File: src/rtl/rlw_div.sv
// -----------------------------------------------------------------------------
// rlw_div
// Pipelined restoring divider, one quotient bit per register stage. The upper
// dividend bits above the quotient must be below the divisor.
// -----------------------------------------------------------------------------
module rlw_div #(
    parameter int NUM_W  = 36,
    parameter int DEN_W  = 22,
    parameter int Q_W    = 17,
    parameter int SIDE_W = 8
) (
    input  logic              clk,
    input  logic              rst_n,
    input  logic              en,
    input  logic              in_valid,
    input  logic [NUM_W-1:0]  num,
    input  logic [DEN_W-1:0]  den,
    input  logic [SIDE_W-1:0] side_in,
    output logic              out_valid,
    output logic [Q_W-1:0]    quo,
    output logic [SIDE_W-1:0] side_out
);

    logic [DEN_W-1:0]  rem_s  [0:Q_W];
    logic [Q_W-1:0]    low_s  [0:Q_W];
    logic [Q_W-1:0]    quo_s  [0:Q_W];
    logic [DEN_W-1:0]  den_s  [0:Q_W];
    logic [SIDE_W-1:0] side_s [0:Q_W];
    logic              vld_s  [0:Q_W];

    assign rem_s[0]  = DEN_W'(num[NUM_W-1:Q_W]);
    assign low_s[0]  = num[Q_W-1:0];
    assign quo_s[0]  = '0;
    assign den_s[0]  = den;
    assign side_s[0] = side_in;
    assign vld_s[0]  = in_valid;

    for (genvar i = 0; i < Q_W; i++) begin : g_stage
        logic [DEN_W:0]    cat;
        logic              take;
        logic [DEN_W-1:0]  rem_next;
        logic [DEN_W-1:0]  rem_reg;
        logic [Q_W-1:0]    low_reg;
        logic [Q_W-1:0]    quo_reg;
        logic [DEN_W-1:0]  den_reg;
        logic [SIDE_W-1:0] side_reg;
        logic              vld_reg;

        always_comb
        begin
            cat      = {rem_s[i], low_s[i][Q_W-1]};
            take     = (cat >= {1'b0, den_s[i]});
            rem_next = take ? DEN_W'(cat - {1'b0, den_s[i]}) : DEN_W'(cat);
        end

        always_ff @(posedge clk or negedge rst_n)
        begin
            if (!rst_n)
            begin
                vld_reg <= 1'b0;
            end
            else if (en)
            begin
                vld_reg <= vld_s[i];
            end
        end

        always_ff @(posedge clk)
        begin
            if (en)
            begin
                rem_reg  <= rem_next;
                low_reg  <= {low_s[i][Q_W-2:0], 1'b0};
                quo_reg  <= {quo_s[i][Q_W-2:0], take};
                den_reg  <= den_s[i];
                side_reg <= side_s[i];
            end
        end

        assign rem_s[i+1]  = rem_reg;
        assign low_s[i+1]  = low_reg;
        assign quo_s[i+1]  = quo_reg;
        assign den_s[i+1]  = den_reg;
        assign side_s[i+1] = side_reg;
        assign vld_s[i+1]  = vld_reg;
    end

    assign out_valid = vld_s[Q_W];
    assign quo       = quo_s[Q_W];
    assign side_out  = side_s[Q_W];

endmodule

File: config.mk
export PLATFORM = sky130hd
export DESIGN_NAME = rlw_div
export DESIGN_NICKNAME = d
export VERILOG_FILES = /design/src/rtl/rlw_div.sv
export SDC_FILE = /design/constraint.sdc
export NUM_CORES = 2
export LEC_CHECK = 0
export BUFFER_PORTS_ARGS = -buffer_cell sky130_fd_sc_hd__buf_4
export CAP_MARGIN = 0
export CORE_MARGIN = 2
export CORE_UTILIZATION = 55
export CTS_CLUSTER_DIAMETER = 30
export DETAILED_ROUTE_END_ITERATION = 10
export PLACE_DENSITY = 0.73
export SYNTH_ARGS = -nofsm -noshare
export SYNTH_HDL_FRONTEND = slang
export SYNTH_SLANG_ARGS = --single-unit
File: constraint.sdc
create_clock -name clk -period 7.25 [get_ports clk]
set_input_delay 0.3625 -clock clk [delete_from_list [all_inputs] [get_ports clk]]
set_output_delay 0.3625 -clock clk [all_outputs]
set_load 0.02 [all_outputs]
---- Word level (Yosys, flattened, before mapping) ----
Cells that the tools add are included.
cells by class
  $add $sub $neg .......................... 16
  order comparisons ....................... 17
  mux-type cells .......................... 16
operators with widths
  kind                            count
  >= comparator 23 x 22 -> 1 bit  16
  2-to-1 mux 22 bit               15
  subtractor 22 bit               15
  >= comparator 20 x 22 -> 1 bit  1
  subtractor 20 x 22 -> 22 bit    1
  2-to-1 mux 20 bit               1
storage, ports and cells
  register bits ........................... 1146
  input bits .............................. 70
  output and inout bits ................... 26
  word-level logic and storage cells ...... 149

---- Longest topological paths before layout ----
  depth after elaboration ................. 2
  mapped depth ............................ 15
  mapped depth without buffers ............ 14

---- Least setup slack after synthesis ----
OpenSTA, ideal clock, no wires.
  kind .................................... reg-to-reg
  start ................................... register g_stage[6].rem_reg[7]
  end ..................................... register g_stage[7].rem_reg[13], data pin
  data arrival time ....................... 3.007 ns
  path slack .............................. 3.983 ns
  cell stages (with the launch flop) ...... 12
  buffers on the path ..................... 1
  cell sequence ........................... edfxtp_1 -> ha_1 -> a21o_2 -> a211oi_4 -> o2bb2ai_2 -> a31oi_4 -> a2111oi_4 -> nor3_2 -> a41o_2 -> a41oi_4 -> buf_8 -> mux2_4
between the ends
  cells in the longest elaborated chain, start to end .. 2
  elaborated cells between the ends (all ways) .. 3
  those cells by class .................... add/sub: 1; order compare: 1; mux: 1
RTL lines
  item                                                                        line    text
  start, declared                                                             42      logic [DEN_W-1:0] rem_reg;
  start signal, assigned                                                      72      rem_reg <= rem_next;
  subtractor 22 bit / >= comparator 23 x 22 -> 1 bit (equally long branches)  53, 52
  2-to-1 mux 22 bit (*)                                                       53      rem_next = take ? DEN_W'(cat - {1'b0, den_s[i]}) : DEN_W'(cat);
  via g_stage[7].rem_next[13]                                                 41      logic [DEN_W-1:0] rem_next;
  end signal, assigned                                                        72
  end, declared                                                               42
Mark *: on every way through the listed nets, which the timed path passes. The rest lies on a longest branch.
A chain may end at the register's enable or synchronous reset.

---- Worst setup path in the final report ----
  start ................................... register g_stage[6].rem_reg[0]
  end ..................................... register g_stage[7].rem_reg[21], data pin
The elaborated chain is that of the path after synthesis.

==> metrics.cfg <==
[yosys]
synth-main-ff-cell=edfxtp_1
async_reset_ff_frac=0.01483
synth_nets=4755
ys_ff_latch=1146
synth_edf_count=1129
syn_area_um2=56390
syn_inst=4297
synth_warnings=0
syn_area_per_cell_um2=13.12
seq_area_frac_synth=0.6088
ys_types=97

[worst_hold_path]
hold_path.class=primary input to register

[critical_path]
worstPathRequired_ns=7.77
crit_path_start=g_stage[6].rem_reg[0]$_DFFE_PP_
start_kind=register
endpoint_kind=register
cp.arrival_ns=4.55
r2r_end=g_stage[7].rem_reg[21]$_DFFE_PP_
r2r_cells=10
cp_max_fo=23
reg2reg_slack_ns=3.21
rr_startpoint=g_stage[6].rem_reg[0]$_DFFE_PP_
cp-endpoint=g_stage[7].rem_reg[21]$_DFFE_PP_
crit_type=register to register

[clock_network]
clockRootBuffer=clkbuf_16
clock_path_buffers=3
htreeDepth=4
cts_num_sinks=1146
cts_tree=built
clk_pin_slew_ns=0.05
cts_buffers=240
ctsResizeCount=0
insertion_delay_ns=0.80

[timing]
tightest_slew_ns=1.144
tns_ns=0
fmax_mhz=247.6
hold_slack_ns=0.1381
rsz0062_at_grt=false
finClkSkew_ns=0.04369
timing.final.crit_period_ns=4.039
relSlewSlack=0.2351
finalSetupViolations=0
hold_viol=0
timing.final.crit_share=0.5571
setup_slack_ns=3.211
drv_slew=0

[layout]
drive_gt1_frac=0.1618
antenna_cells=0
area_growth_syn_to_layout_pct=20.42
fillCellCount=7119
final_cells=6245
nets=5120
ff_latch_area_um2=34330
multi_input_area_um2=20040

[global_routing]
grt_overflow=0
grt_pass1_vias=35851
antenna_found_initial=1
track_usage=0.1986
grt_max_degree=180
grt_first_pass_wirelength_um=167100

[detailed_routing]
wl_met3_um=3219
drc_errors=0
wl_met1_um=36000
post_drt_wl_per_cell_um=16.46
top_layer_used=met4
antenna_left=0
drt-pass1-iter-count=6
vias=33979
drt_iter0_drc=1851
wl_met2_um=57840
drt_wl_total_um=102800
viasPerCell=5.441

[pwr]
pwr-share-comb=0.321
powerDensity_nw_per_um2=454.1
cellLeakagePower_nw=27.52
swShare=0.3126
ir_drop_uv=241.5
power_w=0.03084
seq_power_share=0.323
p_int_w=0.02120
clockPowerShare=0.356
switchingPower_w=0.009639

[place]
routabilityCongestion=0.9285
post-place-cells=5719
place_ws_ns=3.212
hpwl_um=70450
port_buffers=95

[die]
dieArea_um2=105100
die_w_um=324.2
io_pins=96
coreArea_um2=101700
rows=117
die_height_um=324.2
start_util=0.5543

[flow_run]
cap_viol_max_count=0

[run_status]
status=finished clean

-- final cells by class --
class,instances,share of cell area
clock inverter,192,0.03372
inverter,465,0.02570
clock buffer,265,0.08983
multi-input combinational,2616,0.2951
sequential,1146,0.5055
tap,1368,0.02521
timing repair buffer,193,0.02491
-- synth_stat cells, types with 20 or more instances --
library cell  number  area [um^2]
xor2_1           103        902.1
nand4_1           42        262.8
inv_1            464         1742
nand2b_1          45        281.5
a21oi_1          311         1556
and3_1            22        137.6
o21bai_1          36        270.3
a211oi_1          21        157.7
ha_1             372         4654
mux2_4            35        525.5
nor3_1            28        140.1
buf_2             20        100.1
clkbuf_1          38        142.6
edfxtp_1        1129        33900
nor2b_1           53        331.6
nand2_1          231        867.1
o21a_1            34        255.2
a21o_1           161         1209
nor2_1           193        724.4
nand3_1           52        260.3
mux2_2           170         1914
xnor2_1          192         1682
a31oi_1           23        143.9
o21ai_0          215         1076
-- layer usage --
metal	GRT usage	vias up
met2	0.3965	711
met1	0.1803	16220
met5	0	-
met4	0.1283	0
li1	-	16699
met3	0.03518	349
-- power by group through the flow --
stage | combinational, W | sequential, W | clock, W
after floorplan | 0.00779 | 0.00981 | 0
after global placement | 0.00949 | 0.0100 | 0
after detailed placement | 0.00974 | 0.0101 | 0
after CTS | 0.00987 | 0.00996 | 0.0112
after global routing | 0.0110 | 0.0101 | 0.0115
final | 0.00991 | 0.00996 | 0.0110
-- critical path, stage by stage (launching register included) --
cell and delay, ns:
edfxtp_1 0.45, ha_1 0.34, a21o_1 0.16, a21o_1 0.23, a31oi_2 0.27, a31oi_4 0.17
a2111oi_4 0.41, nor3_2 0.11, a41o_2 0.26, a41oi_4 0.93, mux2_2 0.43
-- through the flow --
stage          cell area (um^2)  utilization
3_3_place_gp              58820       0.5782
4_1_cts                   67900       0.6674
5_1_grt                   67900       0.6674
3_5_place_dp              58820       0.5782
6_report                  67900       0.6674
2_1_floorplan             56390            -
-- cells by family (layout without fill, tap and decap cells) --
group                      after synthesis  in the layout  share of synthesized area
AOI/OAI and AO/OA                      970            970                     0.1105
xor gates and xnor gates               295            295                    0.04582
adders and majority gates              388            388                    0.08822
buffers and inverters                  535           1115                    0.03701
DFF                                   1146           1146                     0.6088
muxes                                  223            223                    0.04653
and+or+nand+nor                        740            740                    0.06315
-- cells in the final DEF (no fill, tap or decap), types with 103 or more instances in the layout --
| cell | count |
|---|---|
| edfxtp_1 | 1129 |
| inv_1 | 464 |
| ha_1 | 372 |
| a21oi_1 | 310 |
| clkbuf_16 | 240 |
| nand2_1 | 231 |
| o21ai_0 | 215 |
| nor2_1 | 193 |
| xnor2_1 | 192 |
| mux2_2 | 170 |
| a21o_1 | 161 |
| buf_4 | 118 |
| xor2_1 | 103 |
-- worst min-delay path by stage --
stage                      from                               end  slack [ns]  cells after the start
after floorplan           rst_n    g_stage[0].vld_reg$_DFFE_PN0P_        0.07                      0
after global placement    rst_n             out_valid$_DFFE_PN0P_        0.24                      1
after detailed placement  rst_n    g_stage[0].vld_reg$_DFFE_PN0P_        0.24                      1
after CTS                    en   g_stage[0].quo_reg[0]$_DFFE_PP_        0.10                      1
after global routing         en   g_stage[0].quo_reg[0]$_DFFE_PP_        0.15                      1
final                        en  g_stage[0].low_reg[14]$_DFFE_PP_        0.14                      1
-- repair_timing --
item / CTS / global route
hold buffers: 69 / 0
setup buffers: 0 / 0
endpoints found under the hold margin: 84 / 0
endpoints found under the setup margin: 0 / 0
(Power assumes the default switching activity.)
