===== config.mk =====
export PLATFORM = sky130hd
export DESIGN_NAME = rlw_isqrt
export DESIGN_NICKNAME = d
export VERILOG_FILES = /design/src/rtl/rlw_isqrt.sv
export SDC_FILE = /design/constraint.sdc
export NUM_CORES = 2
export LEC_CHECK = 0
export BUFFER_PORTS_ARGS = -buffer_cell sky130_fd_sc_hd__buf_2
export CAP_MARGIN = 20
export CORE_MARGIN = 5
export CORE_UTILIZATION = 40
export DETAILED_ROUTE_END_ITERATION = 6
export GPL_TIMING_DRIVEN = 0
export PLACE_DENSITY = 0.57
export SYNTH_ARGS = -nofsm -noshare
export SYNTH_HDL_FRONTEND = slang
export SYNTH_SLANG_ARGS = --single-unit

===== constraint.sdc =====
create_clock -name clk -period 3.28 [get_ports clk]
set_clock_uncertainty 0.1 [all_clocks]
set_input_delay 0.656 -clock clk [delete_from_list [all_inputs] [get_ports clk]]
set_output_delay 0.656 -clock clk [all_outputs]
set_load 0.03 [all_outputs]

===== src/rtl/rlw_isqrt.sv =====
// -----------------------------------------------------------------------------
// rlw_isqrt
// Pipelined integer square root, one result bit per register stage.
// -----------------------------------------------------------------------------
module rlw_isqrt #(
    parameter int RAD_W  = 44,
    parameter int SIDE_W = 8
) (
    input  logic                 clk,
    input  logic                 rst_n,
    input  logic                 en,
    input  logic                 in_valid,
    input  logic [RAD_W-1:0]     radicand,
    input  logic [SIDE_W-1:0]    side_in,
    output logic                 out_valid,
    output logic [RAD_W/2-1:0]   root,
    output logic [SIDE_W-1:0]    side_out
);

    localparam int ROOT_W = RAD_W / 2;
    localparam int REM_W  = ROOT_W + 2;
    localparam int CAT_W  = ROOT_W + 4;

    logic [REM_W-1:0]  rem_s  [0:ROOT_W];
    logic [ROOT_W-1:0] root_s [0:ROOT_W];
    logic [RAD_W-1:0]  rad_s  [0:ROOT_W];
    logic [SIDE_W-1:0] side_s [0:ROOT_W];
    logic              vld_s  [0:ROOT_W];

    assign rem_s[0]  = '0;
    assign root_s[0] = '0;
    assign rad_s[0]  = radicand;
    assign side_s[0] = side_in;
    assign vld_s[0]  = in_valid;

    for (genvar i = 0; i < ROOT_W; i++) begin : g_stage
        logic [CAT_W-1:0]  cat;
        logic [CAT_W-1:0]  trial;
        logic              take;
        logic [REM_W-1:0]  rem_next;
        logic [REM_W-1:0]  rem_reg;
        logic [ROOT_W-1:0] root_reg;
        logic [RAD_W-1:0]  rad_reg;
        logic [SIDE_W-1:0] side_reg;
        logic              vld_reg;

        always_comb
        begin
            cat      = {rem_s[i], rad_s[i][RAD_W-1 -: 2]};
            trial    = CAT_W'({root_s[i], 2'b01});
            take     = (cat >= trial);
            rem_next = take ? REM_W'(cat - trial) : REM_W'(cat);
        end

        always_ff @(posedge clk or negedge rst_n)
        begin
            if (!rst_n)
            begin
                vld_reg <= 1'b0;
            end
            else if (en)
            begin
                vld_reg <= vld_s[i];
            end
        end

        always_ff @(posedge clk)
        begin
            if (en)
            begin
                rem_reg  <= rem_next;
                root_reg <= {root_s[i][ROOT_W-2:0], take};
                rad_reg  <= {rad_s[i][RAD_W-3:0], 2'b00};
                side_reg <= side_s[i];
            end
        end

        assign rem_s[i+1]  = rem_reg;
        assign root_s[i+1] = root_reg;
        assign rad_s[i+1]  = rad_reg;
        assign side_s[i+1] = side_reg;
        assign vld_s[i+1]  = vld_reg;
    end

    assign out_valid = vld_s[ROOT_W];
    assign root      = root_s[ROOT_W];
    assign side_out  = side_s[ROOT_W];

endmodule


# == Word-level counts from Yosys, hierarchy flattened ==
# Index checks and enable logic that the tools add are counted.
# word_totals
regBits,1396
elab_cells,173
# op_classes
addsub,21
order_cmp,22
n_mux,21
# op_table
operator,n
$mux W24,20
$ge A26 B10 Y1,1
$ge A26 B11 Y1,1
$ge A26 B12 Y1,1
$ge A26 B13 Y1,1
$ge A26 B14 Y1,1
$ge A26 B15 Y1,1
$ge A26 B16 Y1,1
$ge A26 B17 Y1,1
$ge A26 B18 Y1,1
$ge A26 B19 Y1,1
$ge A26 B20 Y1,1
$ge A26 B21 Y1,1
$ge A26 B22 Y1,1
$ge A26 B23 Y1,1
$ge A26 B3 Y1,1
$ge A26 B4 Y1,1
$ge A26 B5 Y1,1
$ge A26 B6 Y1,1
$ge A26 B7 Y1,1
$ge A26 B8 Y1,1
$ge A26 B9 Y1,1
$sub A24 B10 Y24,1
$sub A24 B11 Y24,1
other kinds (21),21

# == Depth between registers and ports, before layout ==
# logic_depth
depth_word,2
depth_mapped,13
ltp_nobuf,11

# == Worst setup path before layout ==
# Ideal clock, no wire load.
# synth_path
kind,register -> register
start,reg g_stage[10].rem_reg[12]
end,"reg g_stage[11].rem_reg[4], data pin"
arrival_ns,2.953
t_required_ns,2.920
path_slack_ns,-0.033
path_stages_with_launch,9
synth_period_minus_slack_ns,3.313
path_cell_list,edfxtp_1 > or2_4 > or3_4 > or3_4 > or4_1 > or4_4 > or2_1 > buf_6 > mux2_2
# synth_between
elab_chain_cells,2
# synth_rtl
item,line,rtl
"start, declared",41,logic [REM_W-1:0] rem_reg;
"start signal, assigned",71,rem_reg <= rem_next;
$ge A26 B13 Y1,51,take = (cat >= trial);
$mux W24,52,rem_next = take ? REM_W'(cat - trial) : REM_W'(cat);
via g_stage[11].rem_next[4],40,logic [REM_W-1:0] rem_next;
"end signal, assigned",71,
"end, declared",41,
# The timed path passes the listed nets, and every way through them passes these cells.
# A chain may end at the register's enable or synchronous reset.

# == Worst setup path after layout ==
# layout_path
start,reg g_stage[10].rem_reg[12]
end,"reg g_stage[11].rem_reg[6], data pin"
# Same word-level chain as after synthesis.

==> key figures <==
Global route
  • Met3 GRT Util: ~2.7%
  • Initial antenna violation count: 0
  • Number of global-route vias before repair: around 34000
  • GR Layer Usage met2: approximately a fifth
  • Grt ovf: 0
  • Met1 Use GR: between 10% and 20%
  • GRT Total Usage: 13.5%
  • GRT busiest layer: met2
  • Pin count of the biggest net entering global routing: around 190
  • First-pass GRT wire length: roughly 180000 microns

Power and ir drop
  • Max IR drop VDD: ~0.5 mV
  • PwrDens: 648 mW/mm^2
  • Leakage Power: approximately 27 nW

Die
  • Row count: 143
  • Initial Utilization: about two fifths
  • Die Ht: 401 microns
  • Placeable Area: ~0.15 sq mm
  • # IOs: between 80 and 90
  • Die width: roughly 400 microns
  • Die area: ~0.16 sq mm

Timing
  • F_max: 291 MHz
  • Final setup fails: 24
  • Final Cycle Share: 105%
  • Final worst setup slack: -0.159 ns
  • Slew @ Worst Pin: 1.10 ns
  • Final setup TNS: -2.95 ns
  • Period minus WS final: between 3 and 4 ns
  • RSZ-0062 raised after global routing: yes
  • Worst relative slew slack: approximately a quarter
  • Fin Hold WS: 0.112 ns
  • Max-slew violation count: 0
  • Final hold viol count: 0

Critical path
  • CP Capture Type: flip-flop
  • Register-to-register setup slack: -0.16 ns
  • CP max FO: 9
  • Worst path required time: roughly 3.7 ns
  • Critical setup path kind: flip-flop to flip-flop
  • Startpoint Class: flip-flop
  • Critical Path AT: roughly 3.8 ns

Clock tree
  • CTS Root Cell: clkbuf_16
  • CTS Buf Count: approximately 150
  • Sink Count: ~1400
  • Clock latency on the worst-skew pair: 0.77 ns
  • Clock tree buffer depth: 3
  • CTS tree: built
  • H-tree levels: 4
  • CTS clk-pin slew, worst paths: roughly 0.06 ns

Detailed routing
  • Antenna-violating nets left: 0
  • Wirelength per Cell: approximately 16 microns
  • DRT iter0 DRCs: 2440
  • Via density: between 5 and 6
  • Via count: approximately 35000
  • DR pass1 iterations: 6
  • DRC violations left: 0
  • WL final: 111000 microns

Logic synthesis
  • FF+latch count, synth: around 1400
  • EDFF count, synth: roughly 1400
  • Syn Std Cell Area: just over 0.06 sq mm
  • Sequential area share after synthesis: 67.8%
  • Async SR Flop Fraction: 1.59%
  • Post-Syn Instances: about 4400
  • Avg Cell Area, Syn: roughly 14 sq um
  • Yosys cell types: 81
  • Syn_nets: 4775
  • Top FF cell, synth: edfxtp_1
  • Yosys warns: 0

Place
  • Inst Count DP: approximately 6600
  • Post-place instance area: approximately 0.064 sq mm
  • I/O Buffers: 86
  • Placer Congestion: 0.861
  • DP HPWL: 73600 microns

Outcome
  • Status: complete, but fails checks
  • Failing checks: setup timing

Final layout
  • Fin nets: 5125
  • Layout cells sized above 1: roughly 13%
  • Design area: around 0.07 sq mm
  • Fill cell count: 13500
  • Final std cells w/o fill: ~7000
  • Number of flip-flops in the largest register: between 400 and 500
  • Synth-to-Final Area Change: 16.3%
  • Fin util: a little under half

Hold path
  • Worst hold path class: primary input to flip-flop

Flow run
  • Max-Cap Viols: 0
-- final cells by class --
type                            count  area [sq um]  share of cell area (%)
Timing Repair Buffer              207          1870                    2.63
Clock buffer                      176          3830                    5.38
Buffer                             63           405                   0.569
Clock inverter                     95           946                    1.33
Sequential cell                  1387         41500                    58.3
Antenna cell                        1          2.50                 0.00351
Multi-Input combinational cell   2626         18700                    26.3
Inverter                          360          1350                    1.90
Tap cell                         2030          2540                    3.57
-- final timing paths --
kind / to / cells after the start / startpoint
max: g_stage[11].rem_reg[6] / 8 / g_stage[10].rem_reg[12]
min: g_stage[0].root_reg[0] / 2 / radicand[43]
max reg2reg: g_stage[11].rem_reg[6] / 8 / g_stage[10].rem_reg[12]
min reg2reg: g_stage[10].rad_reg[36] / 0 / g_stage[9].rad_reg[34]
max in group asynchronous: g_stage[9].vld_reg / 2 / rst_n
min in group asynchronous: g_stage[1].vld_reg / 2 / rst_n
-- timing repair --
item	in CTS	in global routing
hold buffers	52	0
cloned	9	1
resized for setup	125	112
hold endpoints to repair	73	0
buffers inserted	31	17
pin swaps	13	12
endpoints found under the setup margin	742	362
-- metal layers --
metal | vias to the layer above | routed length, microns | share of wire (%)
met3 | 198 | 5600 | 5.1
met1 | 16700 | 52000 | 47
li1 | 17300 | - | -
met4 | 0 | 3020 | 2.7
met5 | - | 0 | 0
met2 | 704 | 50200 | 45
-- cell usage in the layout, fill, tap and decap left out, types with 23 or more instances in the layout --
cell           Yosys  layout
o21ai_0          181     170
or3_1             52      47
dlygate4sd3_1      0      52
clkinv_1           1      36
nand2_1          224     223
buf_4              0      51
ha_1             276     269
buf_2              1      93
and3_1            24      23
xor2_1           182     182
or2_2             28      27
nor2_1           293     281
nor4_1            58      55
o21a_1            54      54
nand4_1           37      37
inv_1            357     354
nand3_1           70      66
edfxtp_1        1365    1365
clkbuf_1          59      44
nand2b_1          51      51
xnor2_1          181     180
mux2_2            64      64
clkbuf_16          0     149
a21o_1            78      78
a21oi_1          275     261
nor2b_1           43      43
clkinv_2           0      25
nor3_1           119     111
o211ai_1          25      25
-- per-stage QoR --
stage	setup WS [ns]	power (mW)
6_report	-0.159	46.2
5_1_grt	-0.230	48.6
4_1_cts	-0.179	46.6
3_5_place_dp	-2.34	29.9
3_3_place_gp	-20.72	30.5
2_1_floorplan	0.00836	27.9
-- worst max-delay path: stages (launching register included) --
cell	delay (ns)
edfxtp_1	0.40
or2_4	0.27
or3_4	0.34
or3_4	0.38
or4_4	0.43
or4_4	0.56
or2_1	0.24
buf_6	0.16
mux2_2	0.28
-- synth_stat cells (12+ instances only) --
library cell	n	area share, %
edfxtp_1	1365	67
clkbuf_1	59	0.36
inv_1	357	2.2
nor4_1	58	0.59
xnor2_1	181	2.6
and3_1	24	0.25
nand4_1	37	0.38
a21o_1	78	0.96
nand4b_1	12	0.17
a211oi_1	19	0.23
nor2b_1	43	0.44
o21ai_0	181	1.5
mux2i_1	12	0.20
mux2_2	64	1.2
nor2_1	293	1.8
and2_1	17	0.17
nand2b_1	51	0.52
nand3_1	70	0.57
nand2_1	224	1.4
o211ai_1	25	0.31
ha_1	276	5.6
xor2_1	182	2.6
o31ai_1	26	0.32
or2_2	28	0.29
a31oi_1	18	0.18
dfrtp_1	22	0.90
o21a_1	54	0.66
or4_1	24	0.29
or3_1	52	0.53
o21bai_1	13	0.16
a21oi_1	275	2.2
nor3_1	119	0.97
-- cells by family (layout without fill, tap and decap cells) --
| family | count (synthesis) | in the layout | synth area share, % |
|---|---|---|---|
| AOI/OAI and AO/OA | 800 | 800 | 8.14 |
| xor gates and xnor gates | 363 | 363 | 5.19 |
| adders and majority gates | 276 | 276 | 5.64 |
| buffers and inverters | 430 | 901 | 2.68 |
| DFF | 1387 | 1387 | 67.8 |
| muxes | 76 | 76 | 1.37 |
| other | 1 | 2 | 0.00612 |
| and+or+nand+nor | 1110 | 1110 | 9.16 |
-- where the power goes --
part           total, mW  switching, mW  internal [mW]
Sequential          23.0           1.07           21.9
Clock               16.1           6.83           9.24
Combinational       7.09           3.96           3.13
Total               46.2           11.9           34.3
Power figures use the tool's default switching activity.
